**src/rtl/periodic_grid_index_unit_macros.svh**
```systemverilog
`ifndef PERIODIC_GRID_INDEX_UNIT_MACROS_SVH
`define PERIODIC_GRID_INDEX_UNIT_MACROS_SVH

// Same-cycle implication, sampled on clk, off while in reset.
`define PGIU_ASSERT_NOW(lbl, ante, cons, msg) \
  lbl: assert property (@(posedge clk) disable iff (!rst_n) (ante) |-> (cons)) \
    else $error(msg);

// Next-cycle implication, sampled on clk, off while in reset.
`define PGIU_ASSERT_NEXT(lbl, ante, cons, msg) \
  lbl: assert property (@(posedge clk) disable iff (!rst_n) (ante) |=> (cons)) \
    else $error(msg);

`endif

```
**src/rtl/pgiu_div_pipe.sv**
```systemverilog
module pgiu_div_pipe #(
  parameter int NB = 30,
  parameter int DB = 11,
  parameter int PW = 8
) (
  input  logic          clk,
  input  logic          rst_n,
  input  logic          en,
  input  logic          in_vld,
  input  logic [NB-1:0] in_num,
  input  logic [DB-1:0] in_div,
  input  logic [PW-1:0] in_pay,
  output logic          out_vld,
  output logic [NB-1:0] out_quo,
  output logic [DB-1:0] out_rem,
  output logic [PW-1:0] out_pay
);

  // One restoring step per stage; quotient bits replace consumed dividend bits.
  logic          vld_r [NB];
  logic [NB-1:0] num_r [NB];
  logic [DB-1:0] rem_r [NB];
  logic [DB-1:0] div_r [NB];
  logic [PW-1:0] pay_r [NB];

  for (genvar k = 0; k < NB; k++) begin : g_stg
    logic          v_i;
    logic [NB-1:0] n_i;
    logic [NB-1:0] n_nxt;
    logic [DB-1:0] r_i;
    logic [DB-1:0] d_i;
    logic [DB-1:0] rem_nxt;
    logic [PW-1:0] p_i;
    logic [DB:0]   t;
    logic [DB:0]   dif;
    logic          ge;

    if (k == 0) begin : g_first
      assign v_i = in_vld;
      assign n_i = in_num;
      assign r_i = '0;
      assign d_i = in_div;
      assign p_i = in_pay;
    end else begin : g_rest
      assign v_i = vld_r[k-1];
      assign n_i = num_r[k-1];
      assign r_i = rem_r[k-1];
      assign d_i = div_r[k-1];
      assign p_i = pay_r[k-1];
    end

    always_comb begin
      t       = {r_i, n_i[NB-1-k]};
      dif     = t - {1'b0, d_i};
      ge      = (t >= {1'b0, d_i});
      rem_nxt = ge ? dif[DB-1:0] : t[DB-1:0];
      n_nxt   = n_i;
      n_nxt[NB-1-k] = ge;
    end

    always_ff @(posedge clk) begin
      if (!rst_n) begin
        vld_r[k] <= 1'b0;
      end else if (en) begin
        vld_r[k] <= v_i;
      end
    end

    always_ff @(posedge clk) begin
      if (en) begin
        num_r[k] <= n_nxt;
        rem_r[k] <= rem_nxt;
        div_r[k] <= d_i;
        pay_r[k] <= p_i;
      end
    end
  end

  assign out_vld = vld_r[NB-1];
  assign out_quo = num_r[NB-1];
  assign out_rem = rem_r[NB-1];
  assign out_pay = pay_r[NB-1];

endmodule

```
**config.mk**
```make
export PLATFORM = sky130hd
export DESIGN_NAME = pgiu_div_pipe
export DESIGN_NICKNAME = d
export VERILOG_FILES = /design/src/rtl/periodic_grid_index_unit_macros.svh /design/src/rtl/pgiu_div_pipe.sv
export SDC_FILE = /design/constraint.sdc
export NUM_CORES = 2
export LEC_CHECK = 0
export ABC_AREA = 1
export BUFFER_PORTS_ARGS = -buffer_cell sky130_fd_sc_hd__buf_2
export CAP_MARGIN = 5
export CORE_MARGIN = 5
export CORE_UTILIZATION = 35
export CTS_BUF_LIST = sky130_fd_sc_hd__clkbuf_4 sky130_fd_sc_hd__clkbuf_8 sky130_fd_sc_hd__clkbuf_16
export DETAILED_ROUTE_END_ITERATION = 8
export GPL_TIMING_DRIVEN = 1
export PLACE_DENSITY_LB_ADDON = 0.2
export SLEW_MARGIN = 20
export SYNTH_ARGS = -nofsm -noshare
export SYNTH_HDL_FRONTEND = slang
export SYNTH_SLANG_ARGS = --single-unit
```
**constraint.sdc**
```tcl
create_clock -name clk -period 5.89 [get_ports clk]
set_clock_uncertainty 0.2 [all_clocks]
set_input_delay 0.2945 -clock clk [delete_from_list [all_inputs] [get_ports clk]]
set_output_delay 0.2945 -clock clk [all_outputs]
set_load 0.03 [all_outputs]
```
==> impl_metrics.py <==
metrics = {
    "run_status": {
        "status": "complete, no violations",
    },
    "floorplan": {
        "pin_count": 103,
        "die_area_mm2": 0.242,
        "die_y_um": 492,
        "die_x_um": 492,
        "row_count": 176,
        "coreArea_mm2": 0.230,
        "start_util": 0.352,
    },
    "clocking": {
        "cts_resized": 0,
        "ctsHoldBuffers": 101,
        "clk_path_buf_depth": 3,
        "htreeDepth": 4,
        "cts_tree": "done",
        "clk-insertion-delay-late_ps": 840,
        "cts_root_buffer": "clkbuf_16",
        "path_clk_slew_ps": 60,
        "clock_sinks": 1819,
        "cts_buffers": 198,
        "post_cts_buffers": 0,
    },
    "route": {
        "postRouteWirelength_mm": 154,
        "drc": 0,
        "ant_nets": 0,
        "wl_per_cell_um": 15.0,
        "vias_per_cell": 4.53,
        "dr.pass1.iters": 7,
        "drt_iter0_markers": 2925,
        "num_vias": 46500,
    },
    "global_routing": {
        "grt_overflow": 0,
        "grt_first_pass_wirelength_mm": 250,
        "first_global_vias": 46300,
        "grt_start_max_net_pins": 187,
        "antenna_found_initial": 2,
        "grtUsageTotal": 0.126,
    },
    "synthesis": {
        "syn-num-nets": 7109,
        "synthSimpleGateAreaFrac": 0.185,
        "synth.yosys.seq_area_share": 0.673,
        "syn_inst": 6706,
        "yosys.area.top_type": "edfxtp_1",
        "synth.cells.most_frequent": "edfxtp_1 (1818), nand2_1 (1690), inv_1 (1070), ha_1 (321), nor2_1 (264)",
        "post_synth_fa_ha_maj_area_fraction": 0.0566,
        "async_flop_share": 0,
        "ys_seq_elements": 1819,
        "mappedNetlistArea_mm2": 0.0812,
        "yosysTopAreaCellShare": 0.673,
        "synth-compound-area-share": 0.0180,
        "yosys.cell_types.count": 34,
        "synthMuxAreaShare": 0,
        "synth-xor-area-share": 0.00939,
        "synth-main-ff-cell": "edfxtp_1",
        "synthMostInstantiatedCell": "edfxtp_1",
        "yosysWarnings": 0,
        "netlist_top_cells_area": "edfxtp_1 (67%), nand2_1 (7.8%), ha_1 (4.9%)",
        "synth_top_family_by_area": "simple AND/OR/NAND/NOR gates",
        "synth_enable_flop_cells": 1818,
        "avgSynthCellArea_um2": 12.1,
    },
    "sta": {
        "worst_slack_ps": 3330,
        "finalHoldViolCount": 0,
        "fmax_mhz": 390,
        "min_period_ps": 2560,
        "finalSetupViolations": 0,
        "rsz0062_at_grt": "false",
        "worstMarginPinSlew_ps": 1150,
        "worst_slew_margin_rel": 0.232,
        "final_max_slew_viol_count": 0,
        "tns_ps": 0,
        "fin_crit_sh": 0.435,
    },
    "pwr": {
        "ir_drop_uv": 249,
        "p_leak_nw": 38.5,
        "p_sw_frac": 0.337,
        "switchingPower_mw": 14.6,
        "p_clk_frac": 0.288,
        "intPower_mw": 28.6,
        "seq_power_share": 0.415,
        "p_per_area_mw_per_mm2": 465,
        "p_comb_frac": 0.297,
    },
    "placed_design": {
        "hpwl_mm": 107,
        "dpl-instance-area_mm2": 0.0852,
        "io_buffers": 102,
        "pre_cts_ws_ps": 3320,
        "place_congestion": 0.816,
    },
    "worst_setup_path": {
        "crit_slowest_cell": "edfxtp_1",
        "crit_buf_inv": 1,
        "path_class": "register to register",
        "critPathCaptureType": "register",
        "required_ps": 6240,
        "slowest_delay_ps": 460,
        "cp-start-kind": "register",
        "cp_data_arrival_time_ps": 2910,
        "cp_top_family": "adder cells",
        "critPathMaxFanout": 17,
        "path_cells": "ha_1, fa_1, inv_1, nand3_1, nand3_2, nand2_2, nand4_4, o21ai_0",
    },
    "job": {
        "cap_viol_max_count": 0,
    },
    "layout": {
        "areaGrowthSynthToFinish_pct": 14.5,
        "finalInstanceArea_mm2": 0.0930,
        "nets": 7469,
        "drive_gt1_frac": 0.121,
    },
    "hold_path": {
        "min_path_type": "primary input to register",
    },
}
cells in the final DEF, fill, tap and decap left out, types with 42 or more instances in the layout:
master	count
inv_1	1070
clkbuf_16	199
nand4_1	261
nor2_1	264
nand2_2	57
a21oi_1	91
inv_2	43
nand2_1	1689
buf_2	101
nand3b_1	117
ha_1	321
clkinv_2	42
o21ai_0	60
nor2_2	86
xor2_1	58
nand3_2	160
dlygate4sd3_1	101
o21ai_1	88
edfxtp_1	1818
nand3_1	260
cell type report:
cell class	instances	area (um2)
Antenna cell	6	15.0
Clock buffer	229	5200
Clock inverter	144	1510
Fill cell	21900	137000
Inverter	1113	4180
Multi-Input combinational cell	3713	21800
Sequential cell	1819	54600
Tap cell	3026	3790
Timing Repair Buffer	221	1830
registers in the layout, summed over array words and instances (netlist names):
register and flops:
num_r 900, rem_r 330, div_r 319, pay_r 240, vld_r 30
worst min-delay path: stages:
cell and delay, ps:
dlygate4sd3_1 520, buf_2 90, inv_1 30, nor2_1 80
power by group through the flow:
| stage | sequential [mW] | combinational (mW) | clock [mW] |
|---|---|---|---|
| global route | 18.1 | 14.8 | 13.5 |
| detailed placement | 18.3 | 12.8 | 0 |
| CTS | 18.0 | 12.9 | 13.0 |
| floorplan | 17.7 | 10.2 | 0 |
| finish | 17.9 | 12.8 | 12.4 |
| global placement | 18.3 | 12.7 | 0 |
cells by family (layout without fill, tap and decap cells):
| family | Yosys count | after routing |
|---|---|---|
| adders and majority gates | 350 | 350 |
| other | 0 | 6 |
| AOI/OAI and AO/OA | 269 | 269 |
| DFF | 1819 | 1819 |
| buffers and inverters | 1174 | 1707 |
| and+or+nand+nor | 3007 | 3007 |
| xor gates and xnor gates | 87 | 87 |
metrics by stage:
stage | total power, mW | hold slack [ps] | utilization | instances
6_report | 43.2 | 137 | 0.404 | 10300
5_1_grt | 46.4 | 87.4 | 0.404 | 10300
4_1_cts | 44.0 | 24.3 | 0.404 | 10300
3_5_place_dp | 31.1 | 205 | 0.370 | 9791
3_3_place_gp | 31.0 | 201 | 0.370 | 9791
2_1_floorplan | 28.0 | 193 | - | 6706
per-layer routing:
layer / track usage / wire length, um / part of all wire
met1: 0.171 / 72400 / 0.47
met2: 0.209 / 72300 / 0.47
met3: 0.0225 / 5550 / 0.036
met4: 0.0365 / 3850 / 0.025
met5: 0 / 0 / 0
worst paths after layout:
kind | from | end | slack [ps] | depth (start not counted)
setup / recovery | div_r[1][77] | rem_r[1][89] | 3330 | 8
hold / removal | in_vld | vld_r[0] | 140 | 4
setup reg to reg | div_r[1][77] | rem_r[1][89] | 3330 | 8
hold reg to reg | num_r[1][38] | num_r[1][68] | 160 | 0
Power figures use the tool's default switching activity.
